==> src/rtl/tcprc_pkg.sv <==
`timescale 1ns / 1ps

package tcprc_pkg;

  localparam int unsigned SeqW = 32;
  localparam int unsigned LenW = 16;

  typedef enum logic [2:0] {
    VERDICT_ACCEPTED    = 3'd0,
    VERDICT_UNACCEPT    = 3'd1,
    VERDICT_NOT_CHECKED = 3'd2,
    VERDICT_PROBE       = 3'd3,
    VERDICT_HOLE        = 3'd4
  } verdict_e;

  typedef enum logic [1:0] {
    WAKE_NONE    = 2'd0,
    WAKE_READERS = 2'd1,
    WAKE_CLOSE   = 2'd2
  } wake_e;

  typedef enum logic {
    FUNC_PROCESS = 1'b0,
    FUNC_LOAD    = 1'b1
  } func_e;

  typedef struct packed {
    func_e             func;
    logic [SeqW-1:0]   seq_number;
    logic [LenW-1:0]   payload_length;
    logic              syn_flag;
    logic              fin_flag;
    logic              rst_flag;
    logic              synchronized;
    logic [LenW-1:0]   receive_window_free;
  } seg_t;

  typedef struct packed {
    verdict_e          verdict;
    logic              send_ack;
    logic              keepalive_seen;
    logic [LenW-1:0]   copy_offset;
    logic [LenW-1:0]   copy_count;
    logic              fin_taken;
    wake_e             wake_reader;
    logic [SeqW-1:0]   next_expected_out;
  } res_t;

  function automatic logic seq_lt(input logic [SeqW-1:0] a, input logic [SeqW-1:0] b);
    logic [SeqW-1:0] d;
    d = a - b;
    return d[SeqW-1];
  endfunction

  function automatic logic seq_le(input logic [SeqW-1:0] a, input logic [SeqW-1:0] b);
    return (a == b) || seq_lt(a, b);
  endfunction

endpackage

==> src/rtl/tcprc_check.sv <==
`timescale 1ns / 1ps

module tcprc_check (
  input  tcprc_pkg::seg_t                  seg_i,
  input  logic [tcprc_pkg::SeqW-1:0]       next_expected_i,
  input  logic                             fin_received_i,
  output tcprc_pkg::res_t                  res_o,
  output logic [tcprc_pkg::SeqW-1:0]       next_expected_o,
  output logic                             fin_received_o
);

  localparam int unsigned SeqW = tcprc_pkg::SeqW;
  localparam int unsigned LenW = tcprc_pkg::LenW;

  logic [LenW:0]   slen;
  logic [SeqW-1:0] ne;
  logic [SeqW-1:0] seq;
  logic [SeqW-1:0] wlast;
  logic [SeqW-1:0] slast;
  logic [SeqW-1:0] rlast;
  logic [SeqW-1:0] tail;
  logic [SeqW-1:0] head;
  logic            tail_trim;
  logic            head_trim;
  logic [LenW-1:0] plen;
  logic [LenW-1:0] dlen_tail;
  logic [LenW-1:0] dlen;
  logic            win_zero;
  logic            seq_hit;
  logic            ok;
  logic            fin_kept;
  logic            hole;
  logic            first_in;
  logic            last_in;

  assign ne       = next_expected_i;
  assign seq      = seg_i.seq_number;
  assign plen     = seg_i.payload_length;
  assign slen     = (LenW+1)'(plen) + (LenW+1)'(seg_i.syn_flag) + (LenW+1)'(seg_i.fin_flag);
  assign wlast    = ne + SeqW'(seg_i.receive_window_free) - SeqW'(1);
  assign slast    = seq + SeqW'(slen) - SeqW'(1);
  assign rlast    = seq + SeqW'(plen) - SeqW'(1);
  assign win_zero = (seg_i.receive_window_free == '0);
  assign seq_hit  = (seq == ne);

  assign first_in = tcprc_pkg::seq_le(ne, seq) && tcprc_pkg::seq_le(seq, wlast);
  assign last_in  = tcprc_pkg::seq_le(ne, slast) && tcprc_pkg::seq_le(slast, wlast);

  always_comb begin
    if (win_zero) begin
      ok = (slen == '0) && seq_hit;
    end else if (slen == '0) begin
      ok = first_in;
    end else begin
      ok = first_in || last_in;
    end
  end

  // tail trim to the window, then head trim to next expected
  assign tail_trim = tcprc_pkg::seq_lt(wlast, rlast);
  assign tail      = rlast - wlast;
  assign head_trim = tcprc_pkg::seq_lt(seq, ne);
  assign head      = ne - seq;

  always_comb begin
    dlen_tail = plen;
    if (tail_trim) begin
      if ((tail[SeqW-1:LenW] != '0) || (tail[LenW-1:0] >= plen)) begin
        dlen_tail = '0;
      end else begin
        dlen_tail = plen - tail[LenW-1:0];
      end
    end
    dlen = dlen_tail;
    if (head_trim) begin
      if ((head[SeqW-1:LenW] != '0) || (head[LenW-1:0] >= dlen_tail)) begin
        dlen = '0;
      end else begin
        dlen = dlen_tail - head[LenW-1:0];
      end
    end
  end

  assign fin_kept = seg_i.fin_flag && !tail_trim;
  assign hole     = !head_trim && !seq_hit;

  always_comb begin
    res_o                   = '0;
    res_o.verdict           = tcprc_pkg::VERDICT_NOT_CHECKED;
    res_o.wake_reader       = tcprc_pkg::WAKE_NONE;
    next_expected_o         = ne;
    fin_received_o          = fin_received_i;
    if (seg_i.func == tcprc_pkg::FUNC_LOAD) begin
      next_expected_o = seq;
      fin_received_o  = 1'b0;
    end else if (seg_i.synchronized) begin
      if (seq_hit && (plen == LenW'(1)) && win_zero) begin
        res_o.verdict  = tcprc_pkg::VERDICT_PROBE;
        res_o.send_ack = 1'b1;
      end else if (!ok) begin
        res_o.verdict        = tcprc_pkg::VERDICT_UNACCEPT;
        res_o.send_ack       = !seg_i.rst_flag;
        res_o.keepalive_seen = (seq == (ne - SeqW'(1)));
      end else if (hole) begin
        res_o.verdict  = tcprc_pkg::VERDICT_HOLE;
        res_o.send_ack = 1'b1;
      end else begin
        res_o.verdict = tcprc_pkg::VERDICT_ACCEPTED;
        if (dlen != '0) begin
          res_o.copy_count  = dlen;
          res_o.copy_offset = head_trim ? head[LenW-1:0] : '0;
        end
        next_expected_o = ne + SeqW'(dlen) + SeqW'(fin_kept);
        if (fin_kept) begin
          fin_received_o  = 1'b1;
          res_o.fin_taken = 1'b1;
        end
        if ((dlen != '0) || fin_kept) begin
          res_o.send_ack    = 1'b1;
          res_o.wake_reader = (fin_kept || fin_received_i) ? tcprc_pkg::WAKE_CLOSE
                                                           : tcprc_pkg::WAKE_READERS;
        end
      end
    end
    res_o.next_expected_out = next_expected_o;
  end

endmodule

==> src/rtl/tcp_receive_sequence_check_trim.sv <==
`timescale 1ns / 1ps
// an accepted input word is registered, then its result word; throughput: one
// segment header per cycle if not stalled, set by the single check stage that
// reads and updates next expected sequence and fin received in the same cycle
// reset: asynchronous active low, clears both stage valids, next expected and
// fin received to zero

module tcp_receive_sequence_check_trim (
  input  logic        clk_i,
  input  logic        rst_ni,
  input  logic        s_axis_tvalid,
  output logic        s_axis_tready,
  // seq_number[31:0], payload_length[47:32], syn_flag[48], fin_flag[49],
  // rst_flag[50], synchronized[51], receive_window_free[67:52], zero pad
  input  logic [71:0] s_axis_tdata,
  // func[0]
  input  logic        s_axis_tuser,
  output logic        m_axis_tvalid,
  input  logic        m_axis_tready,
  // send_ack[0], keepalive_seen[1], copy_offset[17:2], copy_count[33:18],
  // fin_taken[34], wake_reader[36:35], next_expected_out[68:37], zero pad
  output logic [71:0] m_axis_tdata,
  // verdict[2:0]
  output logic [2:0]  m_axis_tuser
);

  localparam int unsigned SeqW = tcprc_pkg::SeqW;

  tcprc_pkg::seg_t in_d;
  tcprc_pkg::seg_t in_q;
  logic            in_valid_q;
  tcprc_pkg::res_t res_d;
  tcprc_pkg::res_t res_q;
  logic            res_valid_q;
  logic [SeqW-1:0] next_expected_d;
  logic [SeqW-1:0] next_expected_q;
  logic            fin_received_d;
  logic            fin_received_q;
  logic            advance;
  logic            in_take;

  assign advance       = in_valid_q && (!res_valid_q || m_axis_tready);
  assign s_axis_tready = !in_valid_q || advance;
  assign in_take       = s_axis_tvalid && s_axis_tready;

  always_comb begin
    in_d                     = '0;
    in_d.func                = tcprc_pkg::func_e'(s_axis_tuser);
    in_d.seq_number          = s_axis_tdata[31:0];
    in_d.payload_length      = s_axis_tdata[47:32];
    in_d.syn_flag            = s_axis_tdata[48];
    in_d.fin_flag            = s_axis_tdata[49];
    in_d.rst_flag            = s_axis_tdata[50];
    in_d.synchronized        = s_axis_tdata[51];
    in_d.receive_window_free = s_axis_tdata[67:52];
  end

  always_ff @(posedge clk_i or negedge rst_ni) begin
    if (!rst_ni) begin
      in_valid_q <= 1'b0;
    end else if (s_axis_tready) begin
      in_valid_q <= s_axis_tvalid;
    end
  end

  always_ff @(posedge clk_i) begin
    if (in_take) begin
      in_q <= in_d;
    end
  end

  tcprc_check u_check (
    .seg_i           (in_q),
    .next_expected_i (next_expected_q),
    .fin_received_i  (fin_received_q),
    .res_o           (res_d),
    .next_expected_o (next_expected_d),
    .fin_received_o  (fin_received_d)
  );

  always_ff @(posedge clk_i or negedge rst_ni) begin
    if (!rst_ni) begin
      next_expected_q <= '0;
      fin_received_q  <= 1'b0;
      res_valid_q     <= 1'b0;
    end else begin
      if (advance) begin
        next_expected_q <= next_expected_d;
        fin_received_q  <= fin_received_d;
        res_valid_q     <= 1'b1;
      end else if (m_axis_tready) begin
        res_valid_q     <= 1'b0;
      end
    end
  end

  always_ff @(posedge clk_i) begin
    if (advance) begin
      res_q <= res_d;
    end
  end

  assign m_axis_tvalid = res_valid_q;
  assign m_axis_tuser  = res_q.verdict;
  assign m_axis_tdata  = {3'b000,
                          res_q.next_expected_out,
                          res_q.wake_reader,
                          res_q.fin_taken,
                          res_q.copy_count,
                          res_q.copy_offset,
                          res_q.keepalive_seen,
                          res_q.send_ack};

`ifndef ASSERT_OFF
  a_load_sets_state: assert property (@(posedge clk_i) disable iff (!rst_ni)
    (advance && (in_q.func == tcprc_pkg::FUNC_LOAD)) |=>
      ((next_expected_q == $past(in_q.seq_number)) && !fin_received_q))
    else $error("load did not set next expected sequence");

  a_empty_ready: assert property (@(posedge clk_i) disable iff (!rst_ni)
    !in_valid_q |-> s_axis_tready)
    else $error("input not ready while check stage empty");

  a_copy_only_accepted: assert property (@(posedge clk_i) disable iff (!rst_ni)
    (m_axis_tvalid && (res_q.verdict != tcprc_pkg::VERDICT_ACCEPTED)) |->
      ((res_q.copy_count == '0) && !res_q.fin_taken &&
       (res_q.wake_reader == tcprc_pkg::WAKE_NONE)))
    else $error("copy or wake on a segment that was not accepted");

  a_fin_wakes_close: assert property (@(posedge clk_i) disable iff (!rst_ni)
    (advance && res_d.fin_taken) |=>
      (fin_received_q && (res_q.wake_reader == tcprc_pkg::WAKE_CLOSE)))
    else $error("fin taken without close wake");
`endif

endmodule
==> config.mk <==
export PLATFORM = sky130hd
export DESIGN_NAME = tcp_receive_sequence_check_trim
export DESIGN_NICKNAME = d
export VERILOG_FILES = /design/src/rtl/tcprc_pkg.sv /design/src/rtl/tcprc_check.sv /design/src/rtl/tcp_receive_sequence_check_trim.sv
export SDC_FILE = /design/constraint.sdc
export NUM_CORES = 1
export LEC_CHECK = 0
export ABC_CLOCK_PERIOD_IN_PS = 40800
export BUFFER_PORTS_ARGS = -buffer_cell sky130_fd_sc_hd__buf_4
export CAP_MARGIN = 20
export CORE_MARGIN = 5
export CORE_UTILIZATION = 50
export CTS_BUF_LIST = sky130_fd_sc_hd__clkbuf_16
export DETAILED_ROUTE_END_ITERATION = 12
export HOLD_SLACK_MARGIN = 0.02
export PLACE_DENSITY = 0.67
export SLEW_MARGIN = 5
export SYNTH_ARGS = -nofsm -noshare
export SYNTH_HDL_FRONTEND = slang
export SYNTH_SLANG_ARGS = --single-unit
==> constraint.sdc <==
create_clock -name clk_i -period 40.8 [get_ports clk_i]
set_input_delay 4.08 -clock clk_i [delete_from_list [all_inputs] [get_ports clk_i]]
set_output_delay 4.08 -clock clk_i [all_outputs]
set_load 0.05 [all_outputs]
# After elaboration in Yosys (flattened, before gate mapping)

Cells that the tools add are included.

Bits in registers: 176
Latch bits: 0
RAM bits: 0
Bits in read-only memories: 0
Input port bits: 77
Output and inout port bits: 77
Word-level logic and storage cells: 127
Memories kept: 0

Add/sub/neg operators: 20
Multipliers: 0
Div/mod/pow operators: 0
Magnitude comparators: 2
Eq/ne operators: 9
Shift operators: 0
Mux-type cells: 25
Bitwise operators: 5
Reduce and logical (&&, ||, !) cells: 44

Operator list:

| kind                                                 | number |
|---|---|
| subtractor 32 bit                                    | 7 |
| equality test 32 bit                                 | 6 |
| two-way mux 32 bit                                   | 5 |
| subtractor 32 x 1 -> 32 bit, second input constant   | 4 |
| adder 32 x 16 -> 32 bit                              | 3 |
| two-way mux 16 bit                                   | 4 |
| nonzero test 16 bit                                  | 3 |
| adder 32 x 1 -> 32 bit                               | 1 |
| adder 32 x 17 -> 32 bit                              | 1 |
| >= comparator 16 bit                                 | 2 |
| subtractor 16 bit                                    | 2 |
| adder 16 x 1 -> 17 bit                               | 1 |
| adder 17 x 1 -> 17 bit                               | 1 |
| zero test 17 bit                                     | 1 |
| equality test 16 x 1 -> 1 bit, second input constant | 1 |
| zero test 16 bit                                     | 1 |
| two-way mux 1 bit                                    | 12 |
| OR reduction 6 bit                                   | 2 |
| logical OR 1 bit                                     | 11 |
| logical AND 1 bit                                    | 9 |
| nonzero test 2 bit                                   | 4 |
| OR reduction 4 bit                                   | 2 |
| OR reduction 7 bit                                   | 1 |
| zero test 1 bit                                      | 6 |
| 9 further kinds                                      | 15 |

# Logic depth before layout (Yosys ltp)

Word-level depth: 18
Gate-level depth with buffers: 66
Depth with buffers taken out: 64

# Modules after synthesis

A second synthesis with hierarchy kept.

Cells, all modules: 2943
Area, all modules: 24427.2 sq um

By module, submodules not included:

| module                          | times used | cells an instance | area each (sq um) | seq. area each (sq um) |
|---|---|---|---|---|
| tcprc_check                     | 1          | 2720              | 18721.7           | 0.0 |
| tcp_receive_sequence_check_trim | 1          | 223               | 5705.5            | 5109.9 |

# Worst setup path before layout

Ideal clock, no wire load.

Kind: reg2reg
From: register next_expected_q[1]
To: register res_q (netlist bit m_axis_tdata[64]) (data pin)
Setup time: 0.257 ns
Arrival: 12.585 ns
Required time: 40.543 ns
Setup slack: 27.958 ns
Stages on the path, launching flop included: 62
Clock period less this slack: 12.842 ns
Cell sequence: dfrtp_1 -> inv_1 -> ha_1 -> inv_1 -> ha_1 -> fa_1 -> a21o_1 -> a21oi_1 -> xnor2_1 -> inv_1 -> ha_1 -> o21a_1 -> o21a_1 -> a21oi_1 -> o21ba_2 -> maj3_1 -> or4_1 -> a211o_1 -> (+26 left out) -> nor2_1 -> a21oi_1 -> and2_1 -> fa_1 -> nor2b_1 -> o21ai_0 -> a21boi_0 -> o21ai_1 -> a21boi_0 -> o21ai_0 -> a21boi_1 -> o21ai_0 -> a2111oi_0 -> nor3_1 -> or4_1 -> a211oi_4 -> mux2i_1 -> nand2_1

Word-level cells in the longest chain between the ends: 18
Elaborated cells on any way between the ends: 50
Classes of those cells: 13 x add/sub; 2 x order compare; 5 x eq/ne; 11 x mux; 19 x reduce/logical

Ends and longest elaborated chain:

| item                                                        | RTL line                              | text |
|---|---|---|
| from (decl)                                                 | tcp_receive_sequence_check_trim.sv:36 | `logic [SeqW-1:0] next_expected_q;` |
| from (signal assigned)                                      | tcp_receive_sequence_check_trim.sv:88 | `next_expected_q <= next_expected_d;` |
| adder 32 x 16 -> 32 bit                                     | tcprc_check.sv:40                     | `assign wlast = ne + SeqW'(seg_i.receive_window_free) - SeqW'(1);` |
| subtractor 32 x 1 -> 32 bit                                 | tcprc_check.sv:40                     |  |
| subtractor 32 bit                                           | tcprc_check.sv:61                     | `assign tail = rlast - wlast;` |
| >= comparator 16 bit or nonzero test 16 bit (tied branches) | tcprc_check.sv:68                     | `if ((tail[SeqW-1:LenW] != '0) \|\| (tail[LenW-1:0] >= plen)) begin` |
| logical OR 1 bit                                            | tcprc_check.sv:68                     |  |
| two-way mux 16 bit                                          | tcprc_check.sv:68                     |  |
| two-way mux 16 bit                                          | tcprc_check.sv:67                     | `if (tail_trim) begin` |
| >= comparator 16 bit                                        | tcprc_check.sv:76                     | `if ((head[SeqW-1:LenW] != '0) \|\| (head[LenW-1:0] >= dlen_tail)) begin` |
| (+3 left out)                                               | -                                     |  |
| adder 32 x 16 -> 32 bit                                     | tcprc_check.sv:113                    | `next_expected_o = ne + SeqW'(dlen) + SeqW'(fin_kept);` |
| adder 32 x 1 -> 32 bit                                      | tcprc_check.sv:113                    |  |
| two-way mux 32 bit                                          | tcprc_check.sv:104                    | `end else if (hole) begin` |
| two-way mux 32 bit                                          | tcprc_check.sv:100                    | `end else if (!ok) begin` |
| two-way mux 32 bit *                                        | tcprc_check.sv:97                     | `if (seq_hit && (plen == LenW'(1)) && win_zero) begin` |
| two-way mux 32 bit *                                        | tcprc_check.sv:96                     | `end else if (seg_i.synchronized) begin` |
| two-way mux 32 bit *                                        | tcprc_check.sv:93                     | `if (seg_i.func == tcprc_pkg::FUNC_LOAD) begin` |
| net next_expected_d[27]                                     | tcp_receive_sequence_check_trim.sv:35 | `logic [SeqW-1:0] next_expected_d;` |
| to (signal assigned)                                        | tcp_receive_sequence_check_trim.sv:99 | `res_q <= res_d;` |
| to (decl)                                                   | tcp_receive_sequence_check_trim.sv:33 | `tcprc_pkg::res_t res_q;` |

The timed path passes the listed nets; every way through them passes the cells marked *.
A chain may end at the register's enable or synchronous reset.

# Worst setup path after layout

From: register next_expected_q[1]
To: register res_q (netlist bit m_axis_tdata[65]) (data pin)

Same word-level chain as after synthesis.

==> results.tsv <==
metric	value	unit
Cell Area, Synth	0.0267	sq mm
Final Core Density	55.0	%
Top Ports	154	
Most Frequent Cell on Critical Path	sky130_fd_sc_hd__a21oi_1	
clock root buffer	sky130_fd_sc_hd__clkbuf_16	
CP arrival	18640	ps
period utilisation layout	45.2	%
leading cell type by number of instances after synthesis	sky130_fd_sc_hd__ha_1	
number of cells on the worst hold path	1	
vias per cell	6.62	
Avg WL per Cell	25.8	um
final HPWL from detailed placement	87400	um
fraction of final layout cells sized beyond drive strength 1	9.30	%
area post-placement	0.0284	sq mm
pin count of the biggest net entering global routing	70	
die height	241	um
fraction of the yosys area taken by sequential cells	19.1	%
buffer count from post-CTS setup fixing	0	
grt total ovfl	0	
initial antenna violation count	3	
TritonCTS clock tree	done	
Clock transition at path regs	90	ps
number of buffers between clock root and the deepest sink	2	
register bit total from synthesis	176	
synth-to-layout area growth	8.75	%
number of buffers added by the clock tree synthesis step	17	
number of design-rule violations left by the first detailed-router iteration	3145	
time the final worst path needs with I/O delays and setup	18450	ps
endpoint class of the critical path	flip-flop	
post-cts hold buffer count	0	
slowest cell on the critical path	sky130_fd_sc_hd__o21ai_0	
synthesized area per cell	7.98	sq um
max-slew violation count	0	
cell taking the most area after synthesis	sky130_fd_sc_hd__ha_1	
Total Nets Final	3889	
die outline area	0.0581	sq mm
Final Hold Vio Count	0	
detailed-routing iteration count for the pre-antenna-repair pass	5	
number of nets with antenna violations after routing	0	
outcome	finished, final reports clean	
Gates resized, CTS repair	0	
final routed DRC violation total	0	
Startpoint Class	flip-flop	
Worst Setup Path Type	flip-flop to flip-flop	
Final Cell Area	0.0290	sq mm
sum of negative setup slack	0	ps
Max H-tree Level	4	
number of distinct library cells after synthesis	122	
top cells by area in the synthesized netlist	sky130_fd_sc_hd__ha_1, sky130_fd_sc_hd__edfxtp_1, sky130_fd_sc_hd__xnor2_1	
vias post-DR	27300	
warning count from the yosys run	0	
site row count	84	
Hold Path Class	flip-flop to flip-flop	
source-to-sink clock delay at the later pin of the worst-skew pair	480	ps
setup slack after layout	22350	ps
post-placement setup slack	23000	ps
maximum clock frequency	0.0542	GHz
Die Wd	241	um
main flop type after synthesis	sky130_fd_sc_hd__edfxtp_1	
area share of the largest cell type after synthesis	17.5	%
final clock skew	19.0	ps
worst relative slew slack	25.7	%
number of max-cap violations	0	
RSZ-0062 raised after global routing	no	
maximum fanout count along the critical path	17	
PortBufs	146	
overall track demand over capacity in global routing	35.4	%
Total Routed Length	107000	um
slew at the pin closest to its max-slew limit	1110	ps
effective utilization at floorplan	50.6	%
wire length of the first global-routing pass	157000	um
via count of the first global-routing pass	26100	
final setup violation count	0	
required time of the critical path	40990	ps
global placer's final weighted congestion	1.02	
R2R cell count	62	
area of the core region	0.0528	sq mm
number of flops mapped to enable cells by yosys	141	
Synth async-reset ratio	19.9	%
clock sink total	176	
Post-Synthesis Cells	3343	
ranking of synthesized cells by instance count	sky130_fd_sc_hd__ha_1, sky130_fd_sc_hd__inv_1, sky130_fd_sc_hd__a21oi_1, sky130_fd_sc_hd__nand2_1, sky130_fd_sc_hd__nor2_1	
largest stage delay on the critical path	880	ps
==> area by class of cell <==
class                   count  area [sq um]
inverters                 352          1320
clock inverters            15           210
diodes                      2          5.00
repair buffers            175          1310
fillers                  5058         23700
well taps                 688           861
clock buffers              17           425
multi-input cells        2707         19800
flip-flops and latches    176          5110
==> metrics by stage <==
step	std cells	hold slack, ps
after global routing	4130	539
after CTS	4130	515
after detailed placement	4098	489
after floorplan	3345	457
after global placement	4098	467
final	4132	511
==> worst paths after layout <==
| kind | slack (ps) | end | start |
|---|---|---|---|
| setup reg to reg | 22350 | m_axis_tdata[65] | next_expected_q[1] |
| setup / recovery | 22350 | m_axis_tdata[65] | next_expected_q[1] |
| hold / removal | 510 | m_axis_tvalid | in_valid_q |
| hold reg to reg | 510 | m_axis_tvalid | in_valid_q |
| min in group asynchronous | 3590 | next_expected_q[28] | rst_ni |
| max in group asynchronous | 36810 | next_expected_q[0] | rst_ni |
==> critical path, delay by kind of cell (launching register included) <==
kind / cells / cell delay, ps
xor gates and xnor gates: 2 / 410
AOI/OAI and AO/OA: 27 / 6910
and+or+nand+nor: 18 / 5720
muxes: 1 / 270
DFF: 1 / 640
buffers and inverters: 5 / 850
adders and majority gates: 9 / 3260
==> cell families after synthesis <==
logic type	synth area share [%]
xor gates and xnor gates	8.25
and+or+nand+nor	21.2
other	0.0141
buffers and inverters	6.84
DFF	19.1
adders and majority gates	18.8
muxes	1.38
AOI/OAI and AO/OA	24.4
==> layout by cell type (no fill, tap or decap), types with 20 or more instances in the layout <==
| cell type | Yosys | layout |
|---|---|---|
| sky130_fd_sc_hd__a211oi_1 | 26 | 26 |
| sky130_fd_sc_hd__a21o_1 | 83 | 83 |
| sky130_fd_sc_hd__a21oi_1 | 246 | 246 |
| sky130_fd_sc_hd__a31oi_1 | 37 | 37 |
| sky130_fd_sc_hd__and2_1 | 35 | 34 |
| sky130_fd_sc_hd__and3_1 | 30 | 30 |
| sky130_fd_sc_hd__buf_4 | 9 | 175 |
| sky130_fd_sc_hd__dfrtp_1 | 35 | 35 |
| sky130_fd_sc_hd__edfxtp_1 | 141 | 141 |
| sky130_fd_sc_hd__ha_1 | 373 | 373 |
| sky130_fd_sc_hd__inv_1 | 343 | 342 |
| sky130_fd_sc_hd__mux2i_1 | 31 | 30 |
| sky130_fd_sc_hd__nand2_1 | 239 | 239 |
| sky130_fd_sc_hd__nand2b_1 | 40 | 40 |
| sky130_fd_sc_hd__nand3_1 | 109 | 109 |
| sky130_fd_sc_hd__nand4_1 | 61 | 61 |
| sky130_fd_sc_hd__nor2_1 | 233 | 233 |
| sky130_fd_sc_hd__nor2b_1 | 33 | 33 |
| sky130_fd_sc_hd__nor3_1 | 96 | 96 |
| sky130_fd_sc_hd__nor4_1 | 60 | 60 |
| sky130_fd_sc_hd__o211ai_1 | 43 | 43 |
| sky130_fd_sc_hd__o21a_1 | 46 | 46 |
| sky130_fd_sc_hd__o21ai_0 | 142 | 142 |
| sky130_fd_sc_hd__o21ai_1 | 29 | 29 |
| sky130_fd_sc_hd__o21bai_1 | 27 | 27 |
| sky130_fd_sc_hd__or3_1 | 30 | 30 |
| sky130_fd_sc_hd__or4_1 | 20 | 20 |
| sky130_fd_sc_hd__xnor2_1 | 156 | 156 |
| sky130_fd_sc_hd__xor2_1 | 68 | 68 |
==> metal layers <==
metal	up-vias	global-route usage, %	part of all wire (%)
met2	1493	55.1	44
met3	196	5.68	9.8
met4	2	12.0	3.7
met1	13200	50.1	43
li1	12500	-	-
met5	-	0.410	0.012
==> state kept, by name, summed over array words and instances, names as in the netlist <==
name / flops
fin_received_q: 1
in_q: 69
in_valid_q: 1
m_axis_tdata: 69
m_axis_tuser: 3
m_axis_tvalid: 1
next_expected_q: 32
Power is left out: the tool's default activity adds up to more than one toggle a clock period on the data nets, which glitch-free logic cannot reach.
